### config.mk
export PLATFORM = sky130hd
export DESIGN_NAME = bsrc_index
export DESIGN_NICKNAME = d
export VERILOG_FILES = /design/src/sv/bsrc_pkg.sv /design/src/sv/bsrc_index.sv
export SDC_FILE = /design/constraint.sdc
export NUM_CORES = 1
export LEC_CHECK = 0
export ABC_CLOCK_PERIOD_IN_PS = 1300
export BUFFER_PORTS_ARGS = -buffer_cell sky130_fd_sc_hd__buf_2
export CAP_MARGIN = 30
export CELL_PAD_IN_SITES_DETAIL_PLACEMENT = 1
export CELL_PAD_IN_SITES_GLOBAL_PLACEMENT = 1
export CORE_AREA = 2 2 39 41
export DETAILED_ROUTE_END_ITERATION = 7
export DIE_AREA = 0 0 41 43
export MAX_ROUTING_LAYER = met4
export PLACE_DENSITY = 0.88
export SYNTH_ARGS = -nofsm -noshare
export SYNTH_HDL_FRONTEND = slang
export SYNTH_SLANG_ARGS = --single-unit
### constraint.sdc
create_clock -name vclk -period 1.3
set_input_delay 0 -clock vclk [all_inputs]
set_output_delay 0 -clock vclk [all_outputs]
set_load 0.03 [all_outputs]
### src/sv/bsrc_pkg.sv
`default_nettype none
package bsrc_pkg;

   localparam int DEF_BUCKETS = 4096;
   localparam int DEF_WAYS    = 4;

   localparam int KEY_W   = 64;
   localparam int DATA_W  = 64;
   localparam int DEPTH_W = 8;
   localparam int SCORE_W = 16;
   localparam int MOVE_W  = 16;
   localparam int PLY_W   = 8;
   localparam int KIND_W  = 2;
   localparam int BOUND_W = 2;
   localparam int CFG_W   = 4;

   localparam int SCORE_EXT_W    = SCORE_W + 1;
   localparam int MAX_INDEX_BITS = (1 << CFG_W) - 1;

   localparam logic [CFG_W-1:0] INDEX_BITS_RESET = CFG_W'(12);

   localparam int SCORE_SHIFT = 0;
   localparam int MOVE_SHIFT  = 16;
   localparam int FLAG_SHIFT  = 32;
   localparam int DEPTH_SHIFT = 48;

   localparam int MATE_SCORE  = 29000;
   localparam int MATE_WINDOW = 250;

   localparam logic signed [SCORE_EXT_W-1:0] MATE_TOP   = SCORE_EXT_W'(MATE_SCORE);
   localparam logic signed [SCORE_EXT_W-1:0] MATE_LO    = SCORE_EXT_W'(MATE_SCORE - MATE_WINDOW);
   localparam logic signed [SCORE_EXT_W-1:0] MATE_HI    = SCORE_EXT_W'(MATE_SCORE + MATE_WINDOW);
   localparam logic signed [SCORE_EXT_W-1:0] MATE_CLAMP =
      SCORE_EXT_W'(MATE_SCORE - MATE_WINDOW - 1);

   localparam logic [KIND_W-1:0] KIND_PROBE     = 2'd0;
   localparam logic [KIND_W-1:0] KIND_PROBE_ANY = 2'd1;
   localparam logic [KIND_W-1:0] KIND_STORE     = 2'd2;

   localparam logic [BOUND_W-1:0] BOUND_EXACT = 2'd0;
   localparam logic [BOUND_W-1:0] BOUND_UPPER = 2'd1;
   localparam logic [BOUND_W-1:0] BOUND_LOWER = 2'd2;

   typedef struct packed {
      logic [KEY_W-1:0]  check;
      logic [DATA_W-1:0] data;
   } entry_type;

   typedef struct packed {
      logic [KIND_W-1:0]         kind;
      logic [KEY_W-1:0]          key;
      logic [DEPTH_W-1:0]        depth;
      logic signed [SCORE_W-1:0] alpha;
      logic signed [SCORE_W-1:0] beta;
      logic signed [SCORE_W-1:0] score;
      logic [BOUND_W-1:0]        bound_type;
      logic [MOVE_W-1:0]         best_move;
      logic [PLY_W-1:0]          ply;
   } req_type;

   typedef struct packed {
      logic                      hit;
      logic                      cutoff;
      logic signed [SCORE_W-1:0] score_out;
      logic [MOVE_W-1:0]         move_out;
   } rsp_type;

endpackage
`default_nettype wire

### src/sv/bsrc_index.sv
`default_nettype none
module bsrc_index
   import bsrc_pkg::*;
#(
   parameter int BUCKETS = DEF_BUCKETS,
   localparam int ROW_W  = $clog2(BUCKETS)
) (
   input  wire logic                      clock,
   input  wire logic                      reset,
   input  wire logic                      start,
   input  wire logic [MAX_INDEX_BITS-1:0] key_low,
   input  wire logic [CFG_W-1:0]          index_bits,
   output logic                           done,
   output logic [ROW_W-1:0]               row
);

   localparam int  IDX_W        = (ROW_W > MAX_INDEX_BITS) ? ROW_W : MAX_INDEX_BITS;
   localparam bit  BUCKETS_POW2 = ((BUCKETS & (BUCKETS - 1)) == 0);

   logic [CFG_W-1:0]          bits_eff;
   logic [MAX_INDEX_BITS:0]   mask_w;
   logic [MAX_INDEX_BITS-1:0] masked;
   logic [IDX_W-1:0]          masked_ext;

   always_comb begin
      bits_eff   = (index_bits == '0) ? CFG_W'(1) : index_bits;
      mask_w     = ((MAX_INDEX_BITS + 1)'(1) << bits_eff) - (MAX_INDEX_BITS + 1)'(1);
      masked     = key_low & mask_w[MAX_INDEX_BITS-1:0];
      masked_ext = IDX_W'(masked);
   end

   generate
      if (BUCKETS_POW2) begin : g_pow2
         assign done = start;
         assign row  = masked_ext[ROW_W-1:0];
      end else begin : g_mod
         localparam int STEPS  = IDX_W - ROW_W + 1;
         localparam int STEP_W = (STEPS > 1) ? $clog2(STEPS) : 1;

         logic             busy_ff;
         logic [IDX_W-1:0] rem_ff;
         logic [IDX_W-1:0] rem_in;
         logic [IDX_W-1:0] sub_val;
         logic [STEP_W-1:0] step_ff;

         // restoring reduction: one shifted multiple of the bucket count per cycle
         always_comb begin
            sub_val = IDX_W'(BUCKETS) << step_ff;
            rem_in  = (rem_ff >= sub_val) ? (rem_ff - sub_val) : rem_ff;
         end

         always_ff @(posedge clock) begin
            if (reset) begin
               busy_ff <= 1'b0;
            end else if (start) begin
               busy_ff <= 1'b1;
               rem_ff  <= masked_ext;
               step_ff <= STEP_W'(STEPS - 1);
            end else if (busy_ff) begin
               rem_ff  <= rem_in;
               step_ff <= step_ff - STEP_W'(1);
               if (step_ff == '0) begin
                  busy_ff <= 1'b0;
               end
            end
         end

         assign done = busy_ff && (step_ff == '0);
         assign row  = rem_in[ROW_W-1:0];
      end
   endgenerate

endmodule
`default_nettype wire

==> results_dict.tcl <==
set metrics [dict create \
    run_status "completed" \
    grt_first_pass_wirelength_um 1421 \
    yosysUniqueCellTypes 23 \
    final_design_area_no_fill_um2 456.7 \
    detail_route.vias_per_cell 4.560 \
    start_util_pct 16.82 \
    postLayoutSetupSlackWorst_ps 29.11 \
    route.antenna.remaining_nets 0 \
    hold-worst-slack_ps 0.2644 \
    worst_ep_arrival_time_ps 1270 \
    grt_util_all_layers_pct 11.05 \
    dieArea_um2 1763 \
    regArea_um2 0 \
    antenna_found_initial 0 \
    critPathCaptureType "output port" \
    io_buffers 26 \
    hpwl_um 694.3 \
    maxSlewViolCount 0 \
    syn_inst 32 \
    dpl_cell_area_um2 392.9 \
    hold_path.startpoint "key_low[0]" \
    slowest_stage "sky130_fd_sc_hd__or3_4" \
    setup_tns_ps 0 \
    synth_cell_count_leaders "3 x sky130_fd_sc_hd__and2_1, 3 x sky130_fd_sc_hd__o21a_1" \
    setup_viol_count_final 0 \
    design.final.nets 84 \
    cp_slowest_stage_delay_ps 390 \
    grt_pass1_vias 316 \
    routed_wire_length_per_instance_um 11.65 \
    post_route_cells_drive_above_1_share_pct 69.49 \
    share_of_synthesized_area_occupied_by_flip_flops_and_latches_pct 0 \
    fill_cells 184 \
    critical_path.max_fanout 6 \
    max_ir_drop_vdd_mv 0.1191 \
    row_count 14 \
    stdcell_count 75 \
    min_delay_path_depth 0 \
    hold_path.class "primary input to output port" \
    critical_path_required_ps 1300 \
    place_congestion 0.7086 \
    design_power_total_uw 176.7 \
    synthToLayoutAreaGrowth_pct 96.24 \
    floorplan.core_area_um2 1384 \
    synth_top_cells_by_area "sky130_fd_sc_hd__o21a_1 9.7%, sky130_fd_sc_hd__and2_1 8.1%, sky130_fd_sc_hd__a21boi_1 6.5%" \
    synth_top_area_share_pct 9.677 \
    grt_overflow_total 0 \
    drtIter0Drc 0 \
    clock.fmax_ghz 0.7869 \
    powerDensity_nw_per_um2 386.9 \
    path_cells "buf_6 -> or3_4 -> ha_4 -> and2_4 -> o211ai_1 -> a21boi_2 -> buf_6" \
    dieHeight_um 43 \
    fp.dieW_um 41 \
    final-hold-violation-count 0 \
    criticalPathCategory "primary input to output port" \
    number_of_synthesis_warnings 0 \
    drt_first_pass_iters 1 \
    cpMostUsedCell "sky130_fd_sc_hd__buf_6" \
    post-route-util_pct 33.00 \
    leakagePower_nw 0.2275 \
    preCtsSetupSlack_ps -140.3 \
    synthesis.area_um2 232.7 \
    drv.max_cap_violation_count 0 \
    syn_nets 55 \
    mean_instance_size_in_the_synthesized_netlist_um2 7.273 \
    postRouteWirelength_um 874 \
    top_level_ports 35 \
    flops_and_latches 0 \
    layout_min_cycle_time_ps 1271 \
    route.detailed.drc 0 \
    grt_setup_unrepaired "yes" \
    holdBufCountCts 0 \
    final_cycle_utilization_of_the_critical_path_pct 97.76 \
    insertedDiodeCount 0 \
    clock_buffers 0 \
    dp.cells 74 \
    timing.critical_path.from_type "primary input" \
    via_count 342 \
    largest_net_degree_at_the_start_of_global_routing 13 \
    min_to "row[0]" \
    netlist.top_cell.by_area "sky130_fd_sc_hd__o21a_1" \
]
-- how the worst max path moves through the flow --
stage | start | end | slack, ps | depth (start not counted)
global placement | index_bits[3] | row[10] | -80 | 7
global route | index_bits[2] | row[6] | -20 | 7
finish | index_bits[2] | row[10] | 30 | 7
detailed placement | index_bits[3] | row[10] | -140 | 7
CTS | index_bits[3] | row[10] | 0.2 | 7
floorplan | index_bits[3] | row[10] | 90 | 5
-- report_power, final --
part | internal [mW] | switching, mW | leakage (nW) | total [mW]
combinational | 0.0807 | 0.0960 | 0.227 | 0.177
sequential | 0 | 0 | 0 | 0
clock | 0 | 0 | 0 | 0
-- timing repair --
action / CTS / global route
endpoints found under the hold margin: 0 / 0
setup endpoints to repair: 3 / 3
setup buffers: 0 / 1
gates cloned: 0 / 0
pin swaps: 4 / 5
resized for setup: 6 / 8
-- cell type report --
cell class / count / area [µm²] / area share (%)
repair buffers: 31 / 198.9 / 43.56
well taps: 16 / 20.02 / 4.384
multi-input cells: 28 / 237.7 / 52.05
-- critical path, delay by kind of cell --
family	cells	cell delay, ps
buf+inv	2	230
compound gates	2	280
simple gates	2	550
fa+ha+maj	1	190
-- placed cells by master, fill, tap and decap left out, types with 2 or more instances in the layout --
cell type	instances
sky130_fd_sc_hd__a21boi_2	2
sky130_fd_sc_hd__and2_1	2
sky130_fd_sc_hd__buf_2	21
sky130_fd_sc_hd__buf_4	5
sky130_fd_sc_hd__buf_6	5
sky130_fd_sc_hd__nor2_1	2
sky130_fd_sc_hd__nor2b_1	2
sky130_fd_sc_hd__nor3_2	2
sky130_fd_sc_hd__o211ai_1	2
sky130_fd_sc_hd__o21a_1	3
-- cell families (layout without fill, tap and decap cells) --
| family | Yosys count | after routing | share of synthesized area [%] |
|---|---|---|---|
| AND/OR/NAND/NOR | 14 | 14 | 41.40 |
| AO/OA/AOI/OAI | 11 | 11 | 36.01 |
| buffers and inverters | 4 | 31 | 11.83 |
| adder cells (fa/ha/maj) | 1 | 1 | 5.375 |
| other | 1 | 1 | 1.611 |
| XOR/XNOR | 1 | 1 | 3.764 |
-- per-layer routing --
metal	vias to the layer above	track usage, %	wire, µm
li1	168	-	-
met1	158	13.92	324
met2	16	20.00	478
met3	0	0	71
met4	0	0	0
met5	-	-	0
Power figures use the tool's default switching activity.
