===== src/sv/bsrc_pkg.sv =====
`default_nettype none
package bsrc_pkg;

   localparam int DEF_BUCKETS = 4096;
   localparam int DEF_WAYS    = 4;

   localparam int KEY_W   = 64;
   localparam int DATA_W  = 64;
   localparam int DEPTH_W = 8;
   localparam int SCORE_W = 16;
   localparam int MOVE_W  = 16;
   localparam int PLY_W   = 8;
   localparam int KIND_W  = 2;
   localparam int BOUND_W = 2;
   localparam int CFG_W   = 4;

   localparam int SCORE_EXT_W    = SCORE_W + 1;
   localparam int MAX_INDEX_BITS = (1 << CFG_W) - 1;

   localparam logic [CFG_W-1:0] INDEX_BITS_RESET = CFG_W'(12);

   localparam int SCORE_SHIFT = 0;
   localparam int MOVE_SHIFT  = 16;
   localparam int FLAG_SHIFT  = 32;
   localparam int DEPTH_SHIFT = 48;

   localparam int MATE_SCORE  = 29000;
   localparam int MATE_WINDOW = 250;

   localparam logic signed [SCORE_EXT_W-1:0] MATE_TOP   = SCORE_EXT_W'(MATE_SCORE);
   localparam logic signed [SCORE_EXT_W-1:0] MATE_LO    = SCORE_EXT_W'(MATE_SCORE - MATE_WINDOW);
   localparam logic signed [SCORE_EXT_W-1:0] MATE_HI    = SCORE_EXT_W'(MATE_SCORE + MATE_WINDOW);
   localparam logic signed [SCORE_EXT_W-1:0] MATE_CLAMP =
      SCORE_EXT_W'(MATE_SCORE - MATE_WINDOW - 1);

   localparam logic [KIND_W-1:0] KIND_PROBE     = 2'd0;
   localparam logic [KIND_W-1:0] KIND_PROBE_ANY = 2'd1;
   localparam logic [KIND_W-1:0] KIND_STORE     = 2'd2;

   localparam logic [BOUND_W-1:0] BOUND_EXACT = 2'd0;
   localparam logic [BOUND_W-1:0] BOUND_UPPER = 2'd1;
   localparam logic [BOUND_W-1:0] BOUND_LOWER = 2'd2;

   typedef struct packed {
      logic [KEY_W-1:0]  check;
      logic [DATA_W-1:0] data;
   } entry_type;

   typedef struct packed {
      logic [KIND_W-1:0]         kind;
      logic [KEY_W-1:0]          key;
      logic [DEPTH_W-1:0]        depth;
      logic signed [SCORE_W-1:0] alpha;
      logic signed [SCORE_W-1:0] beta;
      logic signed [SCORE_W-1:0] score;
      logic [BOUND_W-1:0]        bound_type;
      logic [MOVE_W-1:0]         best_move;
      logic [PLY_W-1:0]          ply;
   } req_type;

   typedef struct packed {
      logic                      hit;
      logic                      cutoff;
      logic signed [SCORE_W-1:0] score_out;
      logic [MOVE_W-1:0]         move_out;
   } rsp_type;

endpackage
`default_nettype wire


===== src/sv/bsrc_way.sv =====
`default_nettype none
module bsrc_way
   import bsrc_pkg::*;
#(
   parameter int WAYS   = DEF_WAYS,
   localparam int WAY_W = (WAYS > 1) ? $clog2(WAYS) : 1
) (
   input  entry_type [WAYS-1:0] row,
   input  req_type              req,
   output logic                 wr_en,
   output logic [WAY_W-1:0]     wr_way,
   output entry_type            wr_entry,
   output logic                 has_rsp,
   output rsp_type              rsp
);

   logic [WAYS-1:0]    way_empty;
   logic [WAYS-1:0]    way_match;
   logic               match_found;
   logic               empty_found;
   logic               min_found;
   logic [WAY_W-1:0]   match_way;
   logic [WAY_W-1:0]   empty_way;
   logic [WAY_W-1:0]   min_way;
   logic [DEPTH_W-1:0] min_depth;
   logic [DEPTH_W-1:0] cur_depth;

   logic [DATA_W-1:0]              hit_data;
   logic [DEPTH_W-1:0]             hit_depth;
   logic [BOUND_W-1:0]             hit_flag;
   logic signed [SCORE_EXT_W-1:0]  stored;
   logic signed [SCORE_EXT_W-1:0]  adjusted;
   logic signed [SCORE_EXT_W-1:0]  ply_ext;
   logic signed [SCORE_EXT_W-1:0]  alpha_ext;
   logic signed [SCORE_EXT_W-1:0]  beta_ext;
   logic signed [SCORE_EXT_W-1:0]  in_score;
   logic signed [SCORE_EXT_W-1:0]  canon;
   logic                           cut;
   logic [DATA_W-1:0]              packed_data;

   always_comb begin
      match_found = 1'b0;
      empty_found = 1'b0;
      min_found   = 1'b0;
      match_way   = '0;
      empty_way   = '0;
      min_way     = '0;
      min_depth   = '0;
      cur_depth   = '0;
      for (int w = 0; w < WAYS; w++) begin
         way_empty[w] = (row[w].check == '0) && (row[w].data == '0);
         way_match[w] = !way_empty[w] && ((row[w].check ^ row[w].data) == req.key);
         cur_depth    = row[w].data[DEPTH_SHIFT +: DEPTH_W];
         if (way_match[w] && !match_found) begin
            match_found = 1'b1;
            match_way   = WAY_W'(w);
         end
         if (way_empty[w] && !empty_found) begin
            empty_found = 1'b1;
            empty_way   = WAY_W'(w);
         end
         if (!way_empty[w] && (!min_found || (cur_depth < min_depth))) begin
            min_found = 1'b1;
            min_way   = WAY_W'(w);
            min_depth = cur_depth;
         end
      end
   end

   always_comb begin
      hit_data  = row[match_way].data;
      hit_depth = hit_data[DEPTH_SHIFT +: DEPTH_W];
      hit_flag  = hit_data[FLAG_SHIFT +: BOUND_W];
      stored    = $signed({hit_data[SCORE_SHIFT + SCORE_W - 1],
                           hit_data[SCORE_SHIFT +: SCORE_W]});
      ply_ext   = $signed(SCORE_EXT_W'(req.ply));
      alpha_ext = $signed({req.alpha[SCORE_W-1], req.alpha});
      beta_ext  = $signed({req.beta[SCORE_W-1], req.beta});

      // undo the ply shift on mate scores
      if ((stored >= MATE_LO) && (stored <= MATE_HI)) begin
         adjusted = stored - ply_ext;
      end else if ((stored <= -MATE_LO) && (stored >= -MATE_HI)) begin
         adjusted = stored + ply_ext;
      end else begin
         adjusted = stored;
      end

      cut = (hit_flag == BOUND_EXACT) ||
            ((hit_flag == BOUND_UPPER) && (adjusted <= alpha_ext)) ||
            ((hit_flag == BOUND_LOWER) && (adjusted >= beta_ext));

      has_rsp = (req.kind == KIND_PROBE) || (req.kind == KIND_PROBE_ANY);
      rsp     = '0;
      if (match_found) begin
         rsp.hit      = 1'b1;
         rsp.move_out = hit_data[MOVE_SHIFT +: MOVE_W];
         if (req.kind == KIND_PROBE_ANY) begin
            rsp.cutoff    = 1'b1;
            rsp.score_out = stored[SCORE_W-1:0];
         end else if ((hit_depth >= req.depth) && cut) begin
            rsp.cutoff    = 1'b1;
            rsp.score_out = adjusted[SCORE_W-1:0];
         end
      end
   end

   always_comb begin
      in_score = $signed({req.score[SCORE_W-1], req.score});

      // clamp overshooting mate scores, shift real ones by ply
      if (in_score > MATE_TOP) begin
         canon = MATE_CLAMP;
      end else if (in_score >= MATE_LO) begin
         canon = in_score + ply_ext;
      end else if (in_score < -MATE_TOP) begin
         canon = -MATE_CLAMP;
      end else if (in_score <= -MATE_LO) begin
         canon = in_score - ply_ext;
      end else begin
         canon = in_score;
      end

      packed_data                            = '0;
      packed_data[SCORE_SHIFT +: SCORE_W]    = canon[SCORE_W-1:0];
      packed_data[MOVE_SHIFT +: MOVE_W]      = req.best_move;
      packed_data[FLAG_SHIFT +: BOUND_W]     = req.bound_type;
      packed_data[DEPTH_SHIFT +: DEPTH_W]    = req.depth;

      wr_entry.data  = packed_data;
      wr_entry.check = req.key ^ packed_data;

      if (match_found) begin
         wr_way = match_way;
         wr_en  = (req.kind == KIND_STORE) && !(hit_depth > req.depth);
      end else begin
         wr_way = empty_found ? empty_way : min_way;
         wr_en  = (req.kind == KIND_STORE);
      end
   end

endmodule
`default_nettype wire


===== config.mk =====
export PLATFORM = sky130hd
export DESIGN_NAME = bsrc_way
export DESIGN_NICKNAME = d
export VERILOG_FILES = /design/src/sv/bsrc_pkg.sv /design/src/sv/bsrc_way.sv
export SDC_FILE = /design/constraint.sdc
export NUM_CORES = 1
export LEC_CHECK = 0
export BUFFER_PORTS_ARGS = -buffer_cell sky130_fd_sc_hd__buf_2
export CELL_PAD_IN_SITES_DETAIL_PLACEMENT = 0
export CELL_PAD_IN_SITES_GLOBAL_PLACEMENT = 1
export CORE_AREA = 10 10 316 318
export DETAILED_ROUTE_END_ITERATION = 10
export DIE_AREA = 0 0 326 328
export GPL_ROUTABILITY_DRIVEN = 0
export PLACE_DENSITY = 0.58
export SYNTH_ARGS = -nofsm -noshare
export SYNTH_HDL_FRONTEND = slang
export SYNTH_SLANG_ARGS = --single-unit
export TNS_END_PERCENT = 100

===== constraint.sdc =====
create_clock -name vclk -period 12.6
set_input_delay 2.52 -clock vclk [all_inputs]
set_output_delay 2.52 -clock vclk [all_outputs]
set_load 0.03 [all_outputs]

==> impl_results.md, run 1 <==
* Status: completed
* CP most frequent cell: buf_4
* RSZ-0062 raised after global routing: yes
* Req. time, crit path at 10.08 ns
* Switching Power at 603 uW
* 1st-pass router iterations at 6
* Critical Path End Type: output pin
* Post-DP HPWL at 153 mm
* Crit path max fanout at 7
* Final Critical Period at 12.33 ns
* Routed wire per std cell at 42.6 um
* Final Hold Violating Endpoints at 0
* Fmax at 0.0811 GHz
* Remaining DRCs at 0
* Antenna viol nets, final at 0
* Vias at 20300
* Seq/Total Area, Yosys at 0
* All-Layer GR Usage at 0.294
* Register area at 0 um2
* Initial antenna violation count at 155
* Routed WL at 168 mm
* Cell-internal power at 454 uW
* First-pass GRT wire length at 209 mm
* Cell area after synthesis at 0.0144 mm2
* Worst Hold Depth at 2
* Vias in the first global route at 19800
* Vert. Die Dim at 328 um
* Switching Fraction at 0.571
* Post-synthesis cell type count at 83
* Measured slew at the worst slew-check pin at 1.12 ns
* Pwr dens at 45.8 mW/mm2
* Initial Utilization at 0.155
* CP Launch Type: input port
* Logic gate share of total power at 1.000
* Post-route design area at 0.0231 mm2
* Layout clock buffer count at 0
* # nets final at 3394
* Row cnt at 112
* Dpl cell area at 0.0223 mm2
* Hold path startpoint: req[24]
* Setup violators final at 0
* Fin crit share at 0.979
* Mapped Cells at 1558
* Tot Pwr at 1060 uW
* Max-cap viol count at 0
* Sequential power share at 0
* Critical Path Source: row[177]
* Ports at 826
* Max transition margin at 0.245
* Port Buf Inserts at 804
* Synth-to-Final Area Change at 59.9%
* Syn avg cell area at 9.27 um2
* Worst hold-check path type: in -> out
* Crit-path max cell delay at 0.54 ns
* Clock power share at 0
* CP max stage cell: or4_4
* Sequential cell count at 0
* Die W at 326 um
* Core area at 0.0930 mm2
* Setup CP Type: in -> out
* Worst EP arrival at 9.81 ns
* DIE AREA at 0.107 mm2
* Vias/cell at 5.16
* Worst VDD drop at 0.0000372 V
* Pins Over Slew Limit at 0
* Remaining global-route overflow at 0
* Initial DRC count at 2261
* Share of cells above drive strength 1 at 0.494
* Ys Warns at 0
* Final setup TNS at 0 ns
* Leak Pwr at 0.0121 uW
* Largest net degree at the start of global routing at 39
-- worst max-delay path: cells and delay by family --
family          cells  cell delay (ns)
buf+inv             7             1.08
simple gates        9             2.46
xor+xnor            1             0.50
fa+ha+maj           1             0.22
compound gates     16             3.02
-- final cells by class --
| class | count | area, um2 |
|---|---|---|
| inverters | 84 | 315 |
| repair buffers | 1169 | 7060 |
| well taps | 1254 | 1570 |
| fillers | 10500 | 70000 |
| multi-input cells | 1380 | 14000 |
| diodes | 56 | 140 |
-- what timing repair did --
action                     in CTS  in global routing
setup endpoints to repair      17                 17
setup buffers                   1                  7
gates resized for setup        31                107
hold buffers                    0                  0
pin swaps                      12                 39
-- kinds of logic (layout without fill, tap and decap cells) --
group / after synthesis / count (layout) / share of synthesized area
AO/OA/AOI/OAI: 291 / 291 / 0.139
buffers and inverters: 199 / 1253 / 0.0712
XOR/XNOR: 328 / 328 / 0.430
adder cells (fa/ha/maj): 99 / 99 / 0.0879
multiplexers: 53 / 53 / 0.0381
AND/OR/NAND/NOR: 587 / 587 / 0.233
other: 1 / 78 / 0.000260
-- metal layers --
metal	track usage	part of all wire
met5	0	0.0037
met4	0.154	0.067
met3	0.110	0.12
met2	0.485	0.46
met1	0.329	0.36
-- cell usage after synthesis (all sizes together) (5+ instances only) --
cell / number / area share
nor4b: 5 / 0.0062
a21o: 23 / 0.012
a221oi: 5 / 0.0030
o21ai: 52 / 0.018
or2: 10 / 0.0043
mux2: 16 / 0.012
nand4: 126 / 0.055
a311oi: 10 / 0.0061
xor2: 52 / 0.032
nor2b: 13 / 0.0056
nand2: 64 / 0.017
o21bai: 10 / 0.0052
and2: 13 / 0.0056
nor3: 36 / 0.014
a211oi: 29 / 0.015
ha: 95 / 0.082
xnor3: 242 / 0.38
xnor2: 34 / 0.021
nor2: 92 / 0.024
a21oi: 72 / 0.026
o31a: 6 / 0.0036
and3: 5 / 0.0022
clkbuf: 37 / 0.0096
o22ai: 5 / 0.0022
o221ai: 6 / 0.0036
a2111oi: 5 / 0.0052
nand3: 26 / 0.0090
mux2i: 37 / 0.026
o2111ai: 7 / 0.0042
nor4: 156 / 0.068
o211ai: 9 / 0.0047
nand2b: 10 / 0.0043
o21a: 10 / 0.0053
and4: 8 / 0.0049
buf: 78 / 0.040
a31oi: 8 / 0.0035
a21boi: 5 / 0.0026
inv: 84 / 0.022
-- cells in the final DEF, fill, tap and decap left out, types with 32 or more instances in the layout --
| cell | n |
|---|---|
| nand2_1 | 64 |
| nand4_1 | 126 |
| xnor3_1 | 229 |
| nor4_1 | 130 |
| buf_2 | 780 |
| a21oi_1 | 61 |
| buf_4 | 356 |
| inv_1 | 83 |
| ha_1 | 95 |
| nor2_1 | 91 |
| mux2i_1 | 37 |
| xnor2_1 | 32 |
| diode_2 | 56 |
| o21ai_0 | 42 |
| xor2_1 | 51 |
-- final timing paths --
path                      endpoint  slack, ns
worst max-delay path       rsp[16]       0.27
worst min-delay path  wr_entry[32]       5.32
-- through the flow --
| stage | instances | setup slack [ns] | util | hold slack [ns] |
|---|---|---|---|---|
| finish | 3943 | 0.268 | 0.248 | 5.32 |
| global route | 3907 | -0.0347 | 0.247 | 5.32 |
| CTS | 3881 | 0.00939 | 0.242 | 5.32 |
| detailed placement | 3880 | -0.430 | 0.240 | 5.32 |
| global placement | 3880 | -0.444 | 0.240 | 5.32 |
| floorplan | 1579 | 0.189 | - | 5.16 |
-- power groups by stage --
stage | combinational [uW] | sequential [uW] | clock [uW]
2_1_floorplan | 482 | 0 | 0
3_3_place_gp | 1010 | 0 | 0
3_5_place_dp | 1010 | 0 | 0
4_1_cts | 1020 | 0 | 0
5_1_grt | 1080 | 0 | 0.000215
6_report | 1060 | 0 | 0.000586
Note: power is estimated with default switching activity, not from simulation.
==> inputs of run 2 (changes only) <==
==> config.mk (replaced) <==
export PLATFORM = sky130hd
export DESIGN_NAME = bsrc_way
export DESIGN_NICKNAME = d
export VERILOG_FILES = /design/src/sv/bsrc_pkg.sv /design/src/sv/bsrc_way.sv
export SDC_FILE = /design/constraint.sdc
export NUM_CORES = 1
export LEC_CHECK = 0
export ABC_AREA = 1
export CELL_PAD_IN_SITES_DETAIL_PLACEMENT = 0
export CELL_PAD_IN_SITES_GLOBAL_PLACEMENT = 1
export CORE_AREA = 10 10 313 315
export DETAILED_ROUTE_END_ITERATION = 10
export DIE_AREA = 0 0 323 325
export DONT_BUFFER_PORTS = 1
export GPL_ROUTABILITY_DRIVEN = 0
export PLACE_DENSITY = 0.51
export SYNTH_ARGS = -nofsm -noshare
export SYNTH_HDL_FRONTEND = slang
export SYNTH_SLANG_ARGS = --single-unit
export TNS_END_PERCENT = 100
==> impl_results.md, run 2 <==
* Status: completed (unchanged)
* Die W at 323 um (was 326 um)
* Post-placement cell count at 3849 (was 3880)
* Vias/cell at 4.56 (was 5.16)
* Vias in the first global route at 17200 (was 19800)
* Max-cap viol count at 0 (unchanged)
* Post-synthesis cell type count at 49 (was 83)
* Vert. Die Dim at 325 um (was 328 um)
* Final Critical Period at 11.91 ns (was 12.33 ns)
* Finished Layout Cells at 3858 (was 3943)
* Routed met1 length at 54.9 mm (was 59.7 mm)
* Leak Pwr at 0.00771 uW (was 0.0121 uW)
* Post-synth top cells: nand2_1 (642), nor2_1 (386), inv_1 (329) (was xnor3_1 (238), nor4_1 (154), nand4_1 (126))
* CTS Hold Bufs at 0 (unchanged)
* Remaining global-route overflow at 0 (unchanged)
* Remaining DRCs at 0 (unchanged)
* Share of cells above drive strength 1 at 0.0634 (was 0.494)
* Row cnt at 111 (was 112)
* Routed WL at 134 mm (was 168 mm)
* Pwr dens at 38.6 mW/mm2 (was 45.8 mW/mm2)
* Sequential cell count at 0 (unchanged)
* Register area at 0 um2 (unchanged)
* Initial Utilization at 0.164 (was 0.155)
* Synth area leaders: nand2_1 (16%), xor2_1 (15%), nor2_1 (9.6%), xnor2_1 (9.2%), inv_1 (8.2%) (was xnor3_1 (37%), ha_1 (8.2%), nor4_1 (6.7%), nand4_1 (5.5%), buf_4 (3.7%))
* Largest net degree at the start of global routing at 50 (was 39)
* Post-DP HPWL at 123 mm (was 153 mm)
* Crit path max fanout at 32 (was 7)
* CP Launch Type: input port (unchanged)
* Max transition margin at 0.187 (was 0.245)
* DR WL met3 at 12.8 mm (was 19.7 mm)
* Initial antenna violation count at 10 (was 155)
* Crit-path max cell delay at 0.45 ns (was 0.54 ns)
* Measured slew at the worst slew-check pin at 1.22 ns (was 1.12 ns)
* # nets final at 3426 (was 3394)
* Pins Over Slew Limit at 0 (unchanged)
* Port Buf Inserts at 0 (was 804)
* Final setup TNS at 0 ns (unchanged)
* Commonest non-fill, non-tap cell in the layout: nand2_1 (was buf_2)
* Highest metal used: met4 (was met5)
* Worst EP arrival at 9.39 ns (was 9.81 ns)
* CP max stage cell: nor2_1 (was or4_4)
* Seq/Total Area, Yosys at 0 (unchanged)
* Syn avg cell area at 5.54 um2 (was 9.27 um2)
* CP most frequent cell: nand2_1 (was buf_4)
* Mapped Cells at 2711 (was 1558)
* Worst hold slack at 5.04 ns (was 5.32 ns)
* Filler cells at 10800 (was 10500)
* Most common cell in the netlist: nand2_1 (was xnor3_1)
* Ys Warns at 0 (unchanged)
* Cell area after synthesis at 0.0150 mm2 (was 0.0144 mm2)
* Synth-to-Final Area Change at 9.04% (was 59.9%)
* Top-area cell type share of the netlist area at 0.160 (was 0.371)
* Setup violators final at 0 (unchanged)
* DR WL met2 at 63.9 mm (was 76.4 mm)
* DIE AREA at 0.105 mm2 (was 0.107 mm2)
* Core area at 0.0914 mm2 (was 0.0930 mm2)
* Cell taking the most area after synthesis: nand2_1 (was xnor3_1)
* Final Hold Violating Endpoints at 0 (unchanged)
* Fmax at 0.0839 GHz (was 0.0811 GHz)
* Most frequent cells in the layout: nand2_1 (641), nor2_1 (382), inv_1 (327) (was buf_2 (780), buf_4 (356), xnor3_1 (229))
* Worst VDD drop at 0.0000206 V (was 0.0000372 V)
* Fin crit share at 0.946 (was 0.979)
* Layout clock buffer count at 0 (unchanged)
* Setup CP Type: in -> out (unchanged)
* Routed wire per std cell at 34.7 um (was 42.6 um)
* Critical Path End Type: output pin (unchanged)
* First-pass GRT wire length at 170 mm (was 209 mm)
* Worst hold-check path type: in -> out (unchanged)
* Ports at 826 (unchanged)
* All-Layer GR Usage at 0.241 (was 0.294)
* Antenna viol nets, final at 0 (unchanged)
* Req. time, crit path at 10.08 ns (about the same)
* 1st-pass router iterations at 5 (was 6)
* Initial DRC count at 1574 (was 2261)
* RSZ-0062 raised after global routing: no (was yes)
* Vias at 17600 (was 20300)
## run 2: kinds of logic after synthesis
group / Yosys count / share of synthesized area
compound gates: 283 / 0.106
xor+xnor: 417 / 0.243
fa+ha+maj: 99 / 0.0844
buf+inv: 483 / 0.145
other cells: 1 / 0.000250
simple gates: 1428 / 0.422
## run 2: what timing repair did
| action | 4_1_cts | 5_1_grt |
|---|---|---|
| gates resized for setup | 0 | 13 |
| setup buffers | 0 | 1 |
| setup endpoints to repair | 0 | 17 |
## run 2: layout make-up
type,count,area [um2],area share
timing repair buffer,69,597,0.0364
inverter,346,1300,0.0793
timing repair inverter,1,7.51,0.000458
antenna,7,17.5,0.00107
tap,1186,1480,0.0906
multi-input combinational,2249,13000,0.792
## run 2: worst paths after layout
kind,slack [ns],cells past startpoint,end,start
setup / recovery,0.69,42,rsp[24],row[391]
hold / removal,5.04,0,wr_entry[24],req[16]
## run 2: routing by layer
layer | track usage | vias to the layer above
met5 | 0 | -
met4 | 0.0336 | 0
met3 | 0.0692 | 70
met2 | 0.417 | 903
met1 | 0.298 | 8235
li1 | - | 8379
## run 2: worst max-delay path: cells and delay by family
| kind | cells | cell delay [ns] |
|---|---|---|
| AOI/OAI and AO/OA | 13 | 2.10 |
| buffers and inverters | 6 | 0.76 |
| adders and majority gates | 3 | 0.94 |
| xor gates and xnor gates | 1 | 0.17 |
| and+or+nand+nor | 19 | 2.86 |
## run 2: through the flow
step                 util  power [uW]  worst slack [ns]  cell area, um2
finish              0.179         633             0.687           16400
global route        0.179         694           0.00118           16400
CTS                 0.178         639             0.127           16300
detailed placement  0.178         635             0.163           16300
global placement    0.178         640            0.0750           16300
floorplan               -         457              1.77           15100
## run 2: power breakdown
part	internal (uW)	switching (uW)	total [uW]
clock	0.0000824	0	0.0000824
combinational	203	430	633
sequential	0	0	0
==> inputs of run 3 (changes only) <==
--- a/config.mk
+++ b/config.mk
@@ -8,12 +8,12 @@
 export ABC_AREA = 1
 export CELL_PAD_IN_SITES_DETAIL_PLACEMENT = 0
 export CELL_PAD_IN_SITES_GLOBAL_PLACEMENT = 1
-export CORE_AREA = 10 10 313 315
+export CORE_AREA = 10 10 312 314
 export DETAILED_ROUTE_END_ITERATION = 10
-export DIE_AREA = 0 0 323 325
+export DIE_AREA = 0 0 322 324
 export DONT_BUFFER_PORTS = 1
 export GPL_ROUTABILITY_DRIVEN = 0
-export PLACE_DENSITY = 0.51
+export PLACE_DENSITY = 0.52
 export SYNTH_ARGS = -nofsm -noshare
 export SYNTH_HDL_FRONTEND = slang
 export SYNTH_SLANG_ARGS = --single-unit
==> impl_results.md, run 3 (synthesis results as in run 2) <==
* Vert. Die Dim at 324 um (was 325 um)
* Req. time, crit path at 10.08 ns (about the same)
* Leak Pwr at 0.00775 uW (was 0.00771 uW)
* Setup CP Type: in -> out (unchanged)
* Critical Path End Type: output pin (unchanged)
* Cell-internal power at 202 uW (was 203 uW)
* Row cnt at 111 (unchanged)
* Post-route design area at 0.0165 mm2 (was 0.0164 mm2)
* Switching Fraction at 0.681 (was 0.679)
* Final Critical Period at 11.86 ns (was 11.91 ns)
* Finished Layout Cells at 3861 (was 3858)
* Worst hold-check path type: in -> out (unchanged)
* Logic gate share of total power at 1.000 (about the same)
* Post-placement cell count at 3856 (was 3849)
* Crit-path max cell delay at 0.42 ns (was 0.45 ns)
* Pins Over Slew Limit at 0 (unchanged)
* Status: completed (unchanged)
* Initial Utilization at 0.165 (was 0.164)
* Fin crit share at 0.941 (was 0.946)
* CP max stage cell: fa_1 (was nor2_1)
* Commonest non-fill, non-tap cell in the layout: nand2_1 (unchanged)
* Worst hold slack at 5.04 ns (about the same)
* Core area at 0.0911 mm2 (was 0.0914 mm2)
* CP Launch Type: input port (unchanged)
* Sequential power share at 0 (about the same)
* Routed wire per std cell at 34.9 um (was 34.7 um)
* First-pass GRT wire length at 170 mm (about the same)
* Ports at 826 (unchanged)
* Vias/cell at 4.56 (about the same)
* Setup violators final at 0 (unchanged)
* Vias at 17600 (about the same)
* Worst Hold Depth at 0 (unchanged)
* Max-cap viol count at 0 (unchanged)
* Max transition margin at 0.300 (was 0.187)
* Remaining global-route overflow at 0 (unchanged)
* Post-CTS Setup Inserts at 0 (unchanged)
* Worst EP arrival at 9.34 ns (was 9.39 ns)
* Switching Power at 432 uW (was 430 uW)
* Pwr dens at 38.5 mW/mm2 (was 38.6 mW/mm2)
* Routed WL at 135 mm (was 134 mm)
* Post-DP HPWL at 124 mm (was 123 mm)
* 1st-pass router iterations at 5 (unchanged)
* Synth-to-Final Area Change at 9.63% (was 9.04%)
* End of the worst hold path: wr_entry[48] (was wr_entry[24])
* # nets final at 3431 (was 3426)
* Dpl cell area at 0.0163 mm2 (about the same)
* Initial antenna violation count at 10 (unchanged)
* Crit path max fanout at 17 (was 32)
* Largest net degree at the start of global routing at 49 (was 50)
* Core Util, Final at 0.181 (was 0.179)
* Worst VDD drop at 0.0000209 V (was 0.0000206 V)
* Die W at 322 um (was 323 um)
* Layout clock buffer count at 0 (unchanged)
* Initial DRC count at 1376 (was 1574)
* Clock power share at 0 (about the same)
* Remaining DRCs at 0 (unchanged)
* Fmax at 0.0843 GHz (was 0.0839 GHz)
* CP most frequent cell: nand2_1 (unchanged)
* DIE AREA at 0.104 mm2 (was 0.105 mm2)
* Share of cells above drive strength 1 at 0.0685 (was 0.0634)
* Vias in the first global route at 17200 (about the same)
* RSZ-0062 raised after global routing: no (unchanged)
* Final Hold Violating Endpoints at 0 (unchanged)
* Hold path startpoint: req[74] (was req[16])
* Sequential cell count at 0 (unchanged)
* Most frequent cells in the layout: nand2_1 (642), nor2_1 (377), inv_1 (326) (was nand2_1 (641), nor2_1 (382), inv_1 (327))
* Antenna viol nets, final at 0 (unchanged)
* Register area at 0 um2 (unchanged)
* All-Layer GR Usage at 0.244 (was 0.241)
* Measured slew at the worst slew-check pin at 1.05 ns (was 1.22 ns)
* Port Buf Inserts at 0 (unchanged)
run 3: final cells by class:
class	count	area [um2]
inverter	346	1300
timing repair buffer	75	637
tap	1186	1480
antenna	5	12.5
multi-input combinational	2249	13000
fill	10800	74600
run 3: how the worst max path moves through the flow:
stage | endpoint | slack, ns | startpoint | cells after the start
floorplan | rsp[18] | 1.77 | row[451] | 45
global placement | rsp[24] | -0.004 | row[351] | 46
detailed placement | rsp[27] | 0.007 | row[351] | 46
CTS | rsp[27] | 0.21 | row[491] | 50
global route | rsp[27] | 0.004 | row[491] | 49
finish | rsp[27] | 0.74 | row[363] | 45
run 3: worst max-delay path, delay by kind of cell:
family,cells,cell delay (ns)
simple gates,23,3.00
compound gates,13,2.02
fa+ha+maj,3,0.91
buf+inv,5,0.67
xor+xnor,1,0.17
run 3: stage by stage:
step	setup TNS (ns)	total power (uW)	setup slack (ns)
after floorplan	0	457	1.77
after global routing	0	693	0.00441
after CTS	0	639	0.211
after global placement	-0.00408	639	-0.00408
after detailed placement	0	635	0.00720
final	0	634	0.745
run 3: per-layer routing:
layer | track usage | part of all wire
met1 | 0.309 | 0.42
met2 | 0.427 | 0.48
met3 | 0.0558 | 0.083
met4 | 0.0278 | 0.014
met5 | 0 | 0
run 3: power groups by stage:
stage          registers, uW  clock network [uW]  logic, uW
3_3_place_gp               0                   0        639
4_1_cts                    0                   0        639
3_5_place_dp               0                   0        635
5_1_grt                    0           0.0000326        693
2_1_floorplan              0                   0        457
6_report                   0           0.0000443        634
run 3: timing repair:
action,in CTS,in global routing
hold buffers,0,0
gates cloned,0,0
endpoints found under the setup margin,7,17
pin swaps,0,3
gates resized for setup,1,25
